### config.mk
export PLATFORM = sky130hd
export DESIGN_NAME = lsb_stego_byte_embedder_unit
export DESIGN_NICKNAME = d
export VERILOG_FILES = /design/src/hw/rtl/lsbe_pkg.sv /design/src/hw/rtl/lsb_stego_byte_embedder_unit.sv /design/src/hw/rtl/lsbe_front.sv /design/src/hw/rtl/lsbe_queue.sv /design/src/hw/rtl/lsbe_back.sv
export VERILOG_INCLUDE_DIRS = /design/src /design/src/hw/rtl
export SDC_FILE = /design/constraint.sdc
export NUM_CORES = 1
export LEC_CHECK = 0
export ABC_AREA = 1
export BUFFER_PORTS_ARGS = -buffer_cell sky130_fd_sc_hd__buf_4
export CAP_MARGIN = 5
export CELL_PAD_IN_SITES_DETAIL_PLACEMENT = 0
export CELL_PAD_IN_SITES_GLOBAL_PLACEMENT = 1
export CORE_MARGIN = 2
export CORE_UTILIZATION = 35
export CTS_CLUSTER_DIAMETER = 120
export CTS_CLUSTER_SIZE = 20
export DETAILED_ROUTE_END_ITERATION = 6
export PLACE_DENSITY = 0.78
export SLEW_MARGIN = 20
export SYNTH_ARGS = -nofsm -noshare
export SYNTH_HDL_FRONTEND = slang
export SYNTH_HIERARCHICAL = 1
export SYNTH_SLANG_ARGS = --single-unit
### constraint.sdc
create_clock -name aclk -period 12.95 [get_ports aclk]
set_input_delay 2.59 -clock aclk [delete_from_list [all_inputs] [get_ports aclk]]
set_output_delay 2.59 -clock aclk [all_outputs]
set_load 0.005 [all_outputs]
### src/hw/rtl/lsb_stego_byte_embedder_unit_defines.svh
// ----------------------------------------------------------------------------
// LSB embedder assertion macros
// Shared concurrent assertion forms, clocked on aclk and disabled in reset.
// ----------------------------------------------------------------------------
`ifndef LSB_STEGO_BYTE_EMBEDDER_UNIT_DEFINES_SVH
`define LSB_STEGO_BYTE_EMBEDDER_UNIT_DEFINES_SVH

`define LSBE_ASSERT_SAME(lbl, ante, cons, msg) \
    lbl: assert property (@(posedge aclk) disable iff (!aresetn) (ante) |-> (cons)) \
        else $error(msg);

`define LSBE_ASSERT_NEXT(lbl, ante, cons, msg) \
    lbl: assert property (@(posedge aclk) disable iff (!aresetn) (ante) |=> (cons)) \
        else $error(msg);

`endif

### src/hw/rtl/lsbe_pkg.sv
// ----------------------------------------------------------------------------
// LSB embedder package
// Shared constants, phase codes and the record passed from front to back.
// ----------------------------------------------------------------------------
package lsbe_pkg;

    localparam int HEADER_BYTES = 54;
    localparam int POS_W        = 27;
    localparam int MAGIC_BITS   = 16;
    localparam int LENGTH_BITS  = 32;
    localparam int MAGIC_W      = 16;
    localparam int LEN_W        = 24;
    localparam int ADDR_W       = 3;

    localparam logic [MAGIC_W-1:0] MAGIC_RESET  = 16'h232A;
    localparam logic [LEN_W-1:0]   LENGTH_RESET = 24'd1;

    localparam logic REG_MAGIC  = 1'b0;
    localparam logic REG_LENGTH = 1'b1;

    typedef enum logic [2:0] {
        PH_HEADER = 3'd0,
        PH_MAGIC  = 3'd1,
        PH_LENGTH = 3'd2,
        PH_SECRET = 3'd3,
        PH_TAIL   = 3'd4
    } phase_t;

    typedef struct packed {
        logic [7:0] pix;
        logic [7:0] sec;
        phase_t     ph;
        logic [4:0] pos;
        logic       taken;
    } item_t;

endpackage

### src/hw/rtl/lsb_stego_byte_embedder_unit.sv
// ----------------------------------------------------------------------------
// LSB steganography byte embedder
// Path: an accepted beat is written to the queue, then to the output register.
// Throughput: one beat per cycle while m_tready holds; a full queue drops s_tready.
// Reset: synchronous, active low; phase header, position zero, registers 0x232A and 1.
// ----------------------------------------------------------------------------
`include "lsb_stego_byte_embedder_unit_defines.svh"

module lsb_stego_byte_embedder_unit (
    input  logic                         aclk,
    input  logic                         aresetn,
    input  logic                         s_tvalid,
    output logic                         s_tready,
    input  logic [15:0]                  s_tdata,  // pixel_byte, secret_byte
    input  logic [0:0]                   s_tuser,  // start_of_image
    output logic                         m_tvalid,
    input  logic                         m_tready,
    output logic [7:0]                   m_tdata,  // out_byte
    output logic [3:0]                   m_tuser,  // secret_taken, phase
    input  logic                         psel,
    input  logic                         penable,
    input  logic                         pwrite,
    input  logic [lsbe_pkg::ADDR_W-1:0]  paddr,
    input  logic [31:0]                  pwdata,
    output logic [31:0]                  prdata,
    output logic                         pready
);

    logic [lsbe_pkg::MAGIC_W-1:0] magic_reg;
    logic [lsbe_pkg::LEN_W-1:0]   length_reg;
    logic                         cfg_write;
    logic                         in_fire;
    logic                         q_not_full;
    logic                         q_not_empty;
    logic                         q_pop;
    lsbe_pkg::item_t              front_item;
    lsbe_pkg::item_t              q_item;
    logic                         out_taken;
    logic [2:0]                   out_phase;

    assign pready    = 1'b1;
    assign cfg_write = psel && penable && pwrite && pready;
    assign s_tready  = q_not_full;
    assign in_fire   = s_tvalid && s_tready;

    always_ff @(posedge aclk) begin
        if (!aresetn) begin
            magic_reg  <= lsbe_pkg::MAGIC_RESET;
            length_reg <= lsbe_pkg::LENGTH_RESET;
        end else if (cfg_write) begin
            case (paddr[2])
                lsbe_pkg::REG_MAGIC: begin
                    magic_reg <= pwdata[lsbe_pkg::MAGIC_W-1:0];
                end
                lsbe_pkg::REG_LENGTH: begin
                    length_reg <= pwdata[lsbe_pkg::LEN_W-1:0];
                end
                default: begin
                end
            endcase
        end
    end

    always_comb begin
        case (paddr[2])
            lsbe_pkg::REG_MAGIC:  prdata = {{(32 - lsbe_pkg::MAGIC_W){1'b0}}, magic_reg};
            lsbe_pkg::REG_LENGTH: prdata = {{(32 - lsbe_pkg::LEN_W){1'b0}}, length_reg};
            default:              prdata = 32'd0;
        endcase
    end

    lsbe_front u_front (
        .aclk       (aclk),
        .aresetn    (aresetn),
        .in_fire    (in_fire),
        .pix        (s_tdata[7:0]),
        .sec        (s_tdata[15:8]),
        .sop        (s_tuser[0]),
        .secret_len (length_reg),
        .item       (front_item)
    );

    lsbe_queue u_queue (
        .aclk      (aclk),
        .aresetn   (aresetn),
        .push      (in_fire),
        .push_data (front_item),
        .not_full  (q_not_full),
        .pop       (q_pop),
        .not_empty (q_not_empty),
        .pop_data  (q_item)
    );

    lsbe_back u_back (
        .aclk       (aclk),
        .aresetn    (aresetn),
        .q_valid    (q_not_empty),
        .q_item     (q_item),
        .q_pop      (q_pop),
        .magic_word (magic_reg),
        .secret_len (length_reg),
        .out_valid  (m_tvalid),
        .out_ready  (m_tready),
        .out_byte   (m_tdata),
        .out_taken  (out_taken),
        .out_phase  (out_phase)
    );

    assign m_tuser = {out_phase, out_taken};

    `LSBE_ASSERT_SAME(a_taken_in_secret, m_tvalid && m_tuser[0], m_tuser[3:1] == 3'(lsbe_pkg::PH_SECRET), "secret taken outside the secret phase")
    `LSBE_ASSERT_SAME(a_full_means_stalled, !s_tready, m_tvalid, "queue full while the output is empty")
    `LSBE_ASSERT_NEXT(a_pop_fills_output, q_pop, m_tvalid, "popped beat did not reach the output")

endmodule

### src/hw/rtl/lsbe_front.sv
// ----------------------------------------------------------------------------
// LSB embedder front end
// Tracks the stream phase and position and classifies each accepted beat.
// ----------------------------------------------------------------------------
module lsbe_front (
    input  logic                          aclk,
    input  logic                          aresetn,
    input  logic                          in_fire,
    input  logic [7:0]                    pix,
    input  logic [7:0]                    sec,
    input  logic                          sop,
    input  logic [lsbe_pkg::LEN_W-1:0]    secret_len,
    output lsbe_pkg::item_t               item
);

    typedef struct packed {
        lsbe_pkg::phase_t               ph;
        logic [lsbe_pkg::POS_W-1:0]     pos;
    } phpos_t;

    function automatic phpos_t skip_done(phpos_t p, logic [lsbe_pkg::LEN_W-1:0] len);
        phpos_t r;
        r = p;
        case (p.ph)
            lsbe_pkg::PH_HEADER: begin
                if (p.pos >= lsbe_pkg::POS_W'(lsbe_pkg::HEADER_BYTES)) begin
                    r.ph  = lsbe_pkg::PH_MAGIC;
                    r.pos = '0;
                end
            end
            lsbe_pkg::PH_MAGIC: begin
                if (p.pos >= lsbe_pkg::POS_W'(lsbe_pkg::MAGIC_BITS)) begin
                    r.ph  = lsbe_pkg::PH_LENGTH;
                    r.pos = '0;
                end
            end
            lsbe_pkg::PH_LENGTH: begin
                if (p.pos >= lsbe_pkg::POS_W'(lsbe_pkg::LENGTH_BITS)) begin
                    r.ph  = (len == '0) ? lsbe_pkg::PH_TAIL : lsbe_pkg::PH_SECRET;
                    r.pos = '0;
                end
            end
            lsbe_pkg::PH_SECRET: begin
                if (p.pos >= {len, 3'b000}) begin
                    r.ph  = lsbe_pkg::PH_TAIL;
                    r.pos = '0;
                end
            end
            default: begin
                r.ph = lsbe_pkg::PH_TAIL;
            end
        endcase
        return r;
    endfunction

    phpos_t state_reg;
    phpos_t state_next;
    phpos_t start_pp;
    phpos_t cur_pp;
    phpos_t adv_pp;

    always_comb begin
        start_pp = sop ? phpos_t'{lsbe_pkg::PH_HEADER, '0} : state_reg;
        cur_pp   = skip_done(start_pp, secret_len);
        adv_pp.ph  = cur_pp.ph;
        adv_pp.pos = cur_pp.pos + lsbe_pkg::POS_W'(1);
        if (cur_pp.ph == lsbe_pkg::PH_TAIL) begin
            state_next = cur_pp;
        end else begin
            state_next = skip_done(adv_pp, secret_len);
        end
    end

    always_comb begin
        item.pix   = pix;
        item.sec   = sec;
        item.ph    = cur_pp.ph;
        item.pos   = cur_pp.pos[4:0];
        item.taken = (cur_pp.ph == lsbe_pkg::PH_SECRET) && (cur_pp.pos[2:0] == 3'b000);
    end

    always_ff @(posedge aclk) begin
        if (!aresetn) begin
            state_reg <= phpos_t'{lsbe_pkg::PH_HEADER, '0};
        end else if (in_fire) begin
            state_reg <= state_next;
        end
    end

endmodule

### src/hw/rtl/lsbe_queue.sv
// ----------------------------------------------------------------------------
// LSB embedder queue
// Two-entry FIFO of classified beats between the front and back ends.
// ----------------------------------------------------------------------------
module lsbe_queue (
    input  logic            aclk,
    input  logic            aresetn,
    input  logic            push,
    input  lsbe_pkg::item_t push_data,
    output logic            not_full,
    input  logic            pop,
    output logic            not_empty,
    output lsbe_pkg::item_t pop_data
);

    lsbe_pkg::item_t slot_reg [2];
    logic            wr_ptr_reg;
    logic            rd_ptr_reg;
    logic [1:0]      count_reg;
    logic [1:0]      count_next;

    assign not_full  = (count_reg != 2'd2);
    assign not_empty = (count_reg != 2'd0);
    assign pop_data  = slot_reg[rd_ptr_reg];

    always_comb begin
        count_next = count_reg;
        if (push && !pop) begin
            count_next = count_reg + 2'd1;
        end else if (pop && !push) begin
            count_next = count_reg - 2'd1;
        end
    end

    always_ff @(posedge aclk) begin
        if (push) begin
            slot_reg[wr_ptr_reg] <= push_data;
        end
    end

    always_ff @(posedge aclk) begin
        if (!aresetn) begin
            wr_ptr_reg <= 1'b0;
            rd_ptr_reg <= 1'b0;
            count_reg  <= 2'd0;
        end else begin
            if (push) begin
                wr_ptr_reg <= ~wr_ptr_reg;
            end
            if (pop) begin
                rd_ptr_reg <= ~rd_ptr_reg;
            end
            count_reg <= count_next;
        end
    end

endmodule

### src/hw/rtl/lsbe_back.sv
// ----------------------------------------------------------------------------
// LSB embedder back end
// Replaces the pixel LSB except in header and tail and holds the output beat.
// ----------------------------------------------------------------------------
module lsbe_back (
    input  logic                          aclk,
    input  logic                          aresetn,
    input  logic                          q_valid,
    input  lsbe_pkg::item_t               q_item,
    output logic                          q_pop,
    input  logic [lsbe_pkg::MAGIC_W-1:0]  magic_word,
    input  logic [lsbe_pkg::LEN_W-1:0]    secret_len,
    output logic                          out_valid,
    input  logic                          out_ready,
    output logic [7:0]                    out_byte,
    output logic                          out_taken,
    output logic [2:0]                    out_phase
);

    logic [7:0]                        held_secret_reg;
    logic [lsbe_pkg::LENGTH_BITS-1:0]  len_field;
    logic [7:0]                        secret_src;
    logic                              emb_bit;
    logic [7:0]                        byte_next;
    logic                              out_valid_reg;
    logic [7:0]                        out_byte_reg;
    logic                              out_taken_reg;
    logic [2:0]                        out_phase_reg;

    assign q_pop      = q_valid && (!out_valid_reg || out_ready);
    assign len_field  = {{(lsbe_pkg::LENGTH_BITS - lsbe_pkg::LEN_W){1'b0}}, secret_len};
    assign secret_src = q_item.taken ? q_item.sec : held_secret_reg;

    always_comb begin
        emb_bit   = 1'b0;
        byte_next = q_item.pix;
        case (q_item.ph)
            lsbe_pkg::PH_MAGIC: begin
                emb_bit   = magic_word[~q_item.pos[3:0]];
                byte_next = {q_item.pix[7:1], emb_bit};
            end
            lsbe_pkg::PH_LENGTH: begin
                emb_bit   = len_field[~q_item.pos];
                byte_next = {q_item.pix[7:1], emb_bit};
            end
            lsbe_pkg::PH_SECRET: begin
                emb_bit   = secret_src[~q_item.pos[2:0]];
                byte_next = {q_item.pix[7:1], emb_bit};
            end
            default: begin
                byte_next = q_item.pix;
            end
        endcase
    end

    always_ff @(posedge aclk) begin
        if (!aresetn) begin
            held_secret_reg <= 8'd0;
            out_valid_reg   <= 1'b0;
        end else begin
            if (q_pop && q_item.taken) begin
                held_secret_reg <= q_item.sec;
            end
            if (q_pop) begin
                out_valid_reg <= 1'b1;
            end else if (out_ready) begin
                out_valid_reg <= 1'b0;
            end
        end
    end

    always_ff @(posedge aclk) begin
        if (q_pop) begin
            out_byte_reg  <= byte_next;
            out_taken_reg <= q_item.taken;
            out_phase_reg <= 3'(q_item.ph);
        end
    end

    assign out_valid = out_valid_reg;
    assign out_byte  = out_byte_reg;
    assign out_taken = out_taken_reg;
    assign out_phase = out_phase_reg;

endmodule

After elaboration in Yosys (flattened, before gate mapping)
Memory sizes are Yosys's and may differ from the RTL's. A register that Yosys moved wholly into a read port is not among the register bits.
Index checks and enable logic that the tools add are counted.

operators by class
  add/subtract/negate cells = 3
  multipliers = 0
  divide/modulo/power cells = 0
  $lt $le $gt $ge = 11
  equal/unequal tests = 11
  shift-type cells = 0
  muxes and demuxes = 32
  bitwise gates (word level) = 6
  reductions and logical operators = 21

operators with widths
  kind                     number
  $mux W30                 10
  $pmux W27 S4             2
  $ge A27 B6 Y1 const B    4
  $pmux W32 S2             1
  $ge A27 B27 Y1           2
  $ge A27 B5 Y1 const B    2
  $add A27 B1 Y27 const B  1
  $logic_not A24 Y1        1
  $pmux W3 S4              2
  $eq A3 B2 Y1 const B     6
  $eq A3 B1 Y1 const B     3
  $logic_not A3 Y1         3
  $mux W1                  9
  $logic_and A1 B1 Y1      8
  $mux W8                  1
  $lt A5 B6 Y1 const B     1
  $reduce_bool A2 Y1       3
  $bmux W1 S5              1
  $lt A4 B5 Y1 const B     1
  $not A5 Y5               1
  $bmux W1 S4              1
  $lt A3 B4 Y1 const B     1
  $mux W2                  2
  $not A4 Y4               1
  12 further kinds         17

word-level totals
  bits in registers = 95
  bits in latches = 0
  RAM bits = 50
  bits in read-only memories = 0
  input port bits = 59
  output and inout bits = 47
  logic and storage cells = 97
  memories kept = 1

memory list
  name              words  width  rd ports  clocked after Yosys merged registers in  wr ports  line              RTL
  u_queue.slot_reg  2      25     1         1                                        1         lsbe_queue.sv:16  lsbe_pkg::item_t slot_reg [2];

Depth between registers and ports, before layout
Gate-level depths: netlist (run 1).

  depth in word-level cells = 9
  depth in mapped cells = 43
  depth with buffers taken out = 40

By module
The synthesis (run 1) kept the hierarchy.

by module, submodules not included
  module                        instances  cells an instance  area each (sq um)  sequential area each (sq um)
  lsbe_front                    1          905                4957.3             600.6
  lsbe_queue                    1          113                2137.0             1601.5
  lsb_stego_byte_embedder_unit  1          321                2006.9             800.8
  lsbe_back                     1          201                1345.0             540.5

Least setup slack after synthesis (run 1)
OpenSTA, ideal clock, no wires.

  kind = input-to-reg
  from = in s_tuser
  to = reg u_front/state_reg[6] in the netlist's numbering
  arrival time = 7.322 ns
  required time = 12.880 ns
  slack = 5.558 ns
  cell stages on the path = 40
  path buffers = 5
  cells stage by stage = buf_4 -> buf_6 -> nor2_1 -> inv_1 -> ha_1 -> nand2_1 -> nor2_1 -> nand3_1 -> nand2_1 -> nand2_1 -> nand2_1 -> nand2_1 -> nand4_1 -> nand3_2 -> buf_2 -> buf_2 -> nand2_1 -> inv_1 -> (+4 left out) -> nand2_1 -> inv_1 -> ha_1 -> nand2_1 -> inv_1 -> a221oi_1 -> o221a_2 -> o31ai_1 -> nand3_1 -> nor2_1 -> nand2_1 -> nand3_1 -> nand2_1 -> nand3_2 -> nand2_4 -> buf_6 -> nand2_1 -> a21oi_1

RTL lines
  what                  line                                RTL
  from (decl)           lsb_stego_byte_embedder_unit.sv:15  input logic [0:0] s_tuser,
  to (signal assigned)  lsbe_front.sv:84                    state_reg <= phpos_t'{lsbe_pkg::PH_HEADER, '0};
  to (signal assigned)  lsbe_front.sv:86                    state_reg <= state_next;
  to (decl)             lsbe_front.sv:56                    phpos_t state_reg;

==> results.md, run 1 <==
Timing:
- The peak clock frequency supported by timing is 0.1055 GHz.
- The smallest hold slack is 0.4557 ns.
- The tightest slew margin relative to the limit is 32.35%.
- The ratio of final minimum period to clock period is 73.21%.
- Setup repair after global routing left no endpoint under its margin.
- The number of max-slew violations in the final report is 0.
- The worst path setup slack after routing is 3.469 ns.
- The setup-violating endpoint count in the final report is 0.
- After routing, the total negative slack on setup checks comes to 0 ns.
- At the pin with the least slew margin, the transition time is 1.014 ns.
- The clock period could shrink to 9.481 ns.
- The hold violation total from the final report is 0.
- Between clock sinks in the finished design, the worst skew comes to 0.01815 ns.

Die:
- Pin placement for this block handled 106 I/O pins.
- The chip height is 176.8 µm.
- The die is 176.8 µm wide.
- The number of standard-cell rows in the floorplan is 63.
- The overall die area is 0.03124 mm².
- After floorplanning, the core was sized to cover 0.02948 mm².
- The initial core utilization is 35.43%.

Route:
- The average wire per cell in the routed design is 16.39 µm.
- The number of routed nets with antenna violations is 0.
- After detailed routing, the number of remaining DRC violations is 0.
- After detailed routing, the number of vias per cell comes to 4.948.
- After detailed routing, the total wire length is 32.57 mm.
- The total via count in the routed design is 9,832.
- The starting DRC count in detailed routing is 778.
- The first detailed-routing pass ran for 5 iterations.

Worst setup path:
- The data arrival at the endpoint of the critical path is 9.85 ns.
- The cell with the most instances on the worst path is sky130_fd_sc_hd__nand2_1.
- The slowest stage of the critical path belongs to the cell sky130_fd_sc_hd__a221oi_1.
- The critical path class is in -> reg.
- At the worst endpoint, the required time is 13.32 ns.
- The worst-path maximum fanout is 51.
- STA classifies the critical path endpoint as a register.
- On the worst path, the slowest cell contributes a delay of 0.51 ns.
- The type of element launching the critical path is a primary input.

Worst hold path:
- The path class of the tightest hold or removal check is reg -> reg.

Cells and area:
- In the final layout, the share of cells above drive strength 1 is 13.09%.
- The flip-flop and latch area is 0.003543 mm².
- The number of antenna diodes is 0.
- The register with the most flip-flops in the layout has 50 of them.
- The post-layout net count is 1,691.
- The multi-input logic area is 0.005468 mm².
- The library cell used most frequently in the layout, excluding fill and tap cells, is sky130_fd_sc_hd__nand2_1.
- From synthesis to final layout, the design area changed by 12.29%.
- Counting the fill cells in the layout gives 3,162.
- The library cells used most frequently in the layout, excluding fill and tap cells, are 415 x sky130_fd_sc_hd__nand2_1, 224 x sky130_fd_sc_hd__inv_1, 192 x sky130_fd_sc_hd__nor2_1.

Clock network:
- The worst-case clock buffer depth is 2.
- The number of clock buffers added by TritonCTS is 17.
- The clock tree from TritonCTS is yes.
- Once the clock tree was built, the resizer swapped 0 gates to a different size.
- Buffers added to address setup during post-CTS repair amount to 0.
- In this run the clock root is driven by a sky130_fd_sc_hd__clkbuf_16.
- Hold repair after CTS inserted 0 buffers.
- After clock tree synthesis, the clock-pin slew on the worst setup and hold paths is 0.08 ns.
- The later-pin clock latency in the skew report is 0.44 ns.
- The H-tree generated during clock tree synthesis spans 4 levels.
- CTS saw 146 sinks.

Synth:
- Sequential cells were found to cover 33.92% of the synthesized design area.
- The post-synth design cell area is 0.01045 mm².
- The prevailing post-synth register cell is sky130_fd_sc_hd__dfxtp_1.
- The cell count after synthesis is 1,540.
- In the synthesized netlist the async set-or-reset flop fraction comes to 0%.
- The number of unique standard cell types used by synthesis is 45.
- The number of enable flip-flop cells after synthesis is 62.
- The total number of yosys warnings is 6.
- Each instance of the synthesized netlist takes up on average 6.783 µm².
- The register bit count reported by yosys is 146.

Place:
- The count of buffers inserted at the top-level ports is 86.
- Before CTS, the worst setup slack after placement is 3.135 ns.
- Routability-driven placement finished with a final weighted congestion of 0.9187.
- After legalization and detailed placement, the total HPWL measured 24.10 mm.

Global route:
- Entering global routing, the biggest net connects 80 pins.
- The first-pass GRT wire length is 51.00 mm.
- For this run the aggregate overflow at the end of global routing stands at 0.
- The initial antenna violation count was 0.
- The number of global-route vias before repair is 9,223.
- The overall global routing resource usage is 21.18%.

Power and ir drop:
- Power comes to 1.946 mW.
- The worst-case vdd ir drop is 0.1076 mV.
- Dividing total power by cell area gives a power density of 165.9 mW/mm².
- For this design the static power due to leakage is 5.902 nW.

Run:
- The count of maximum capacitance violations is 0.

Outcome:
- The flow ran to the end, and the final reports show no timing, DRC or antenna violations.
-- power by group --
part | switching (mW) | internal (mW) | leakage (nW) | total, mW
Sequential | 0.0522 | 0.586 | 1.27 | 0.638
Combinational | 0.520 | 0.274 | 4.33 | 0.794
Clock | 0.236 | 0.278 | 0.293 | 0.514
Total | 0.808 | 1.14 | 5.90 | 1.95
-- stage by stage --
stage / std cells / util (%) / cell area, µm²
final: 1987 / 39.79 / 11730
after global routing: 1987 / 39.79 / 11730
after CTS: 1987 / 39.79 / 11730
after detailed placement: 1955 / 37.72 / 11120
after global placement: 1955 / 37.72 / 11120
after floorplan: 1547 / - / 10470
-- cell type report --
type | count | share of cell area, %
clock buffers | 17 | 3.627
flip-flops and latches | 146 | 30.21
well taps | 390 | 4.160
clock inverters | 15 | 1.579
repair buffers | 95 | 6.080
multi-input cells | 1083 | 46.61
inverters | 241 | 7.733
-- layer usage --
| metal | vias up | track usage [%] | share of wire [%] | routed length [µm] |
|---|---|---|---|---|
| li1 | 4981 | - | - | - |
| met1 | 4555 | 29.02 | 48 | 15580 |
| met2 | 257 | 34.93 | 46 | 14990 |
| met3 | 39 | 2.878 | 4.2 | 1358 |
| met4 | 0 | 5.785 | 2.0 | 639 |
| met5 | - | 0 | 0 | 0 |
-- cell families after synthesis --
logic type	count (synthesis)	share of synthesized area [%]
buf+inv	318	14.06
compound gates	161	8.264
xor+xnor	1	0.08386
simple gates	839	34.44
fa+ha+maj	48	5.749
flops	146	33.92
mux	25	3.414
other cells	2	0.07189
-- final timing paths --
kind / startpoint / endpoint / slack, ns / depth (start not counted)
worst max-delay path: s_tuser / u_front/state_reg[2]$_SDFFE_PN0P_ / 3.47 / 38
worst min-delay path: u_back/held_secret_reg[7]$_SDFFE_PN0P_ / u_back/held_secret_reg[7]$_SDFFE_PN0P_ / 0.46 / 2
worst max register to register: u_front/state_reg[3]$_SDFFE_PN0P_ / u_front/state_reg[2]$_SDFFE_PN0P_ / 5.74 / 37
worst min register to register: u_back/held_secret_reg[7]$_SDFFE_PN0P_ / u_back/held_secret_reg[7]$_SDFFE_PN0P_ / 0.46 / 2
-- critical path, delay by kind of cell --
| family | cells | cell delay [ns] |
|---|---|---|
| simple gates | 23 | 3.33 |
| compound gates | 5 | 1.24 |
| buf+inv | 7 | 1.73 |
| fa+ha+maj | 3 | 0.91 |
-- cells in the mapped netlist (8+ instances only) --
master | instances | share of area (%)
sky130_fd_sc_hd__nand2_1 | 415 | 15
sky130_fd_sc_hd__inv_1 | 224 | 8.0
sky130_fd_sc_hd__nor2_1 | 193 | 6.9
sky130_fd_sc_hd__nand3_1 | 155 | 7.4
sky130_fd_sc_hd__dfxtp_1 | 84 | 16
sky130_fd_sc_hd__o21ai_0 | 76 | 3.6
sky130_fd_sc_hd__edfxtp_1 | 62 | 18
sky130_fd_sc_hd__a21oi_1 | 58 | 2.8
sky130_fd_sc_hd__ha_1 | 48 | 5.7
sky130_fd_sc_hd__buf_4 | 34 | 2.4
sky130_fd_sc_hd__mux2_4 | 20 | 2.9
sky130_fd_sc_hd__nand4_1 | 20 | 1.2
sky130_fd_sc_hd__inv_2 | 16 | 0.57
sky130_fd_sc_hd__buf_6 | 13 | 1.4
sky130_fd_sc_hd__clkbuf_1 | 13 | 0.47
sky130_fd_sc_hd__buf_2 | 12 | 0.57
sky130_fd_sc_hd__nor2_2 | 11 | 0.66
sky130_fd_sc_hd__nand2_2 | 10 | 0.60
sky130_fd_sc_hd__nand3_2 | 9 | 0.86
sky130_fd_sc_hd__nor3_1 | 9 | 0.43
sky130_fd_sc_hd__o21ai_1 | 8 | 0.38
Power figures use the tool's default switching activity.
==> inputs of run 2 (changes only) <==
--- a/config.mk
+++ b/config.mk
@@ -16,7 +16,7 @@
 export CTS_CLUSTER_DIAMETER = 120
 export CTS_CLUSTER_SIZE = 20
 export DETAILED_ROUTE_END_ITERATION = 6
-export PLACE_DENSITY = 0.78
+export PLACE_DENSITY = 0.81
 export SLEW_MARGIN = 20
 export SYNTH_ARGS = -nofsm -noshare
 export SYNTH_HDL_FRONTEND = slang
==> constraint.sdc (replaced) <==
create_clock -name aclk -period 8 [get_ports aclk]
set_input_delay 1.6 -clock aclk [delete_from_list [all_inputs] [get_ports aclk]]
set_output_delay 1.6 -clock aclk [all_outputs]
set_load 0.005 [all_outputs]
==> results.md, run 2 (synthesis gave the netlist of run 1 again) <==
Route:
- The average wire per cell in the routed design is 16.15 µm.
- The total via count in the routed design is 9,840.
- The met1 wire length is 15.00 mm.
- The count of nets left with antenna violations once routing finished came out at 0.
- After detailed routing, the met2 layer carries 14.82 mm of wire.
- The first routing iteration left 841 violations.
- The pre-antenna-repair detailed-routing pass consisted of 6 iterations.
- For this run, design rule violations remaining after detail routing come to 0.
- The total wirelength of the detailed-routed design is 32.23 mm.
- Dividing the detail-routed via count by the number of cells gives 4.930.
- The top routing layer in use is met4.
- Summed over all nets, wire length on met3 after detailed routing comes to 1.794 mm.

Timing:
- The peak clock frequency supported by timing is 0.1400 GHz.
- The tightest slew margin relative to the limit is 26.25%.
- The ratio of final minimum period to clock period is 89.30%.
- Adding up every negative setup slack in the final design gives 0 ns.
- The worst path setup slack after routing is 0.8559 ns.
- The slew at the pin with the worst max-slew slack is 1.103 ns.
- The hold violation total from the final report is 0.
- Setup violations remaining at the end of the flow were counted as 0.
- The clock period could shrink to 7.144 ns.
- For the final database, setup skew stands at 0.01724 ns.
- The number of max-slew violations in the final report is 0.
- Setup repair after global routing left no endpoint under its margin.

Worst setup path:
- The worst setup path is of the in -> reg kind.
- At the worst endpoint, the arrival time is 7.51 ns.
- STA puts the critical path data required time at 8.37 ns.
- Along the worst path, the maximum fanout reaches 22.
- On the worst path, the slowest cell contributes a delay of 0.39 ns.
- The most numerous cell type found on the critical path is sky130_fd_sc_hd__nand2_1.
- The capturing element type of the critical path is a register.
- The type of element launching the critical path is a primary input.
- The slowest cell on the critical path is sky130_fd_sc_hd__inv_2.
- Across all register-to-register paths, the minimum setup slack is 2.13 ns.

Power and ir drop:
- The power per unit of standard cell area is 269.9 mW/mm².
- Summed over all cells, the static leakage comes to 5.961 nW.
- Across the VDD grid, the largest voltage drop is 0.1582 mV.
- The sum of internal, switching and leakage power is 3.188 mW.

Global route:
- The overall global routing resource usage is 20.85%.
- The largest net degree at the start of global routing is 80.
- The number of global-route vias before repair is 9,194.
- The global-route congestion overflow total is 0.
- The initial antenna violation count is 0.
- The first-pass GRT wire length is 50.12 mm.

Cells and area:
- Once layout is complete, the utilization of the core stands at 40.07%.
- The library cell used most frequently in the layout, excluding fill and tap cells, is sky130_fd_sc_hd__nand2_1.
- The repair_antennas step left the layout with diodes totalling 0.
- The number of fillers in the final layout is 3,195.
- Compared with the post-synthesis result, the final layout area differs by 13.08%.
- The share of layout cells above drive strength 1 is 13.57%.
- The register with the most flip-flops in the layout has 50 of them.
- The library cells used most frequently in the layout, excluding fill and tap cells, are 415 x sky130_fd_sc_hd__nand2_1, 224 x sky130_fd_sc_hd__inv_1, 192 x sky130_fd_sc_hd__nor2_1.
- In the final design database the tool counted 1,700 nets.

Clock network:
- TritonCTS built the clock tree.
- Clock tree synthesis selected as its root buffer the cell sky130_fd_sc_hd__clkbuf_16.
- Clock-pin slew was measured on the worst setup and hold paths at 0.07 ns.
- The number of cells upsized or downsized after cts is 0.
- The clock net in this run drives a total of 146 sinks.
- The clock passes through at most 2 buffers.
- The depth of the CTS H-tree is 4.
- The post-cts hold buffer count is 0.
- Clock latency on the worst-skew pair, taken at its later pin, is 0.44 ns.
- Counting the buffers created by CTS gives 17.
- The number of post-CTS setup repair buffers is 0.

Die:
- The overall die area is 0.03124 mm².
- The number of standard-cell rows in the floorplan is 63.
- The standard cell core area is 0.02948 mm².
- The chip height is 176.8 µm.
- From left edge to right edge, the die measures 176.8 µm.
- Once the floorplan was initialized, standard cells occupied 35.43% of the core.
- The number of ports placed on the die boundary is 106.

Place:
- The detailed placer's ending HPWL is 24.10 mm.
- The worst setup slack after placement is 0.5106 ns.
- Routability-driven placement finished with a final weighted congestion of 0.9317.
- The count of buffers inserted at the top-level ports is 86.

Outcome:
- The run finished with clean final reports.

Worst hold path:
- The worst hold-check path type is reg -> reg.

Run:
- The count of maximum capacitance violations is 0.
## run 2: cell count changes in the layout (fill, tap and decap cells not counted), sizes merged
cell	change
clkinvlp	-2
clkinv	+3
buf	+9
bufinv	-1
## run 2: cell type report
| class | instances | area (µm²) | share of cell area (%) |
|---|---|---|---|
| clock inverters | 15 | 181.4 | 1.536 |
| well taps | 390 | 488.0 | 4.131 |
| multi-input cells | 1083 | 5474 | 46.34 |
| inverters | 241 | 907.1 | 7.679 |
| flip-flops and latches | 146 | 3543 | 30.00 |
| clock buffers | 17 | 425.4 | 3.601 |
| repair buffers | 104 | 793.3 | 6.715 |
## run 2: worst paths after layout
check	cells past startpoint	endpoint	start
setup / recovery	37	u_front/state_reg[16]$_SDFFE_PN0P_	s_tuser
setup reg to reg	35	u_front/state_reg[16]$_SDFFE_PN0P_	length_reg[2]$_SDFFE_PN0P_
hold / removal	2	u_back/held_secret_reg[7]$_SDFFE_PN0P_	u_back/held_secret_reg[7]$_SDFFE_PN0P_
hold reg to reg	2	u_back/held_secret_reg[7]$_SDFFE_PN0P_	u_back/held_secret_reg[7]$_SDFFE_PN0P_
## run 2: power breakdown
part | total [mW] | internal [mW] | leakage [nW] | switching, mW
clock network | 0.826 | 0.425 | 0.296 | 0.400
logic | 1.33 | 0.488 | 4.39 | 0.847
registers | 1.03 | 0.948 | 1.27 | 0.0796
## run 2: critical path, delay by kind of cell
family,cells,cell delay [ns]
adders and majority gates,3,0.77
and+or+nand+nor,22,2.88
AOI/OAI and AO/OA,4,0.89
buffers and inverters,8,1.31
## run 2: metrics by stage
step                hold slack [ns]  cell area (µm²)  cells
floorplan                    0.4238            10470   1547
global placement             0.4362            11210   1964
detailed placement           0.4474            11210   1964
CTS                          0.4564            11810   1996
global route                 0.4766            11810   1996
finish                       0.4548            11810   1996
## run 2: routing by layer
layer | global-route usage [%] | up-vias
met1 | 28.56 | 4515
li1 | - | 4993
met2 | 33.85 | 301
met5 | 0 | -
met3 | 3.114 | 31
met4 | 6.405 | 0
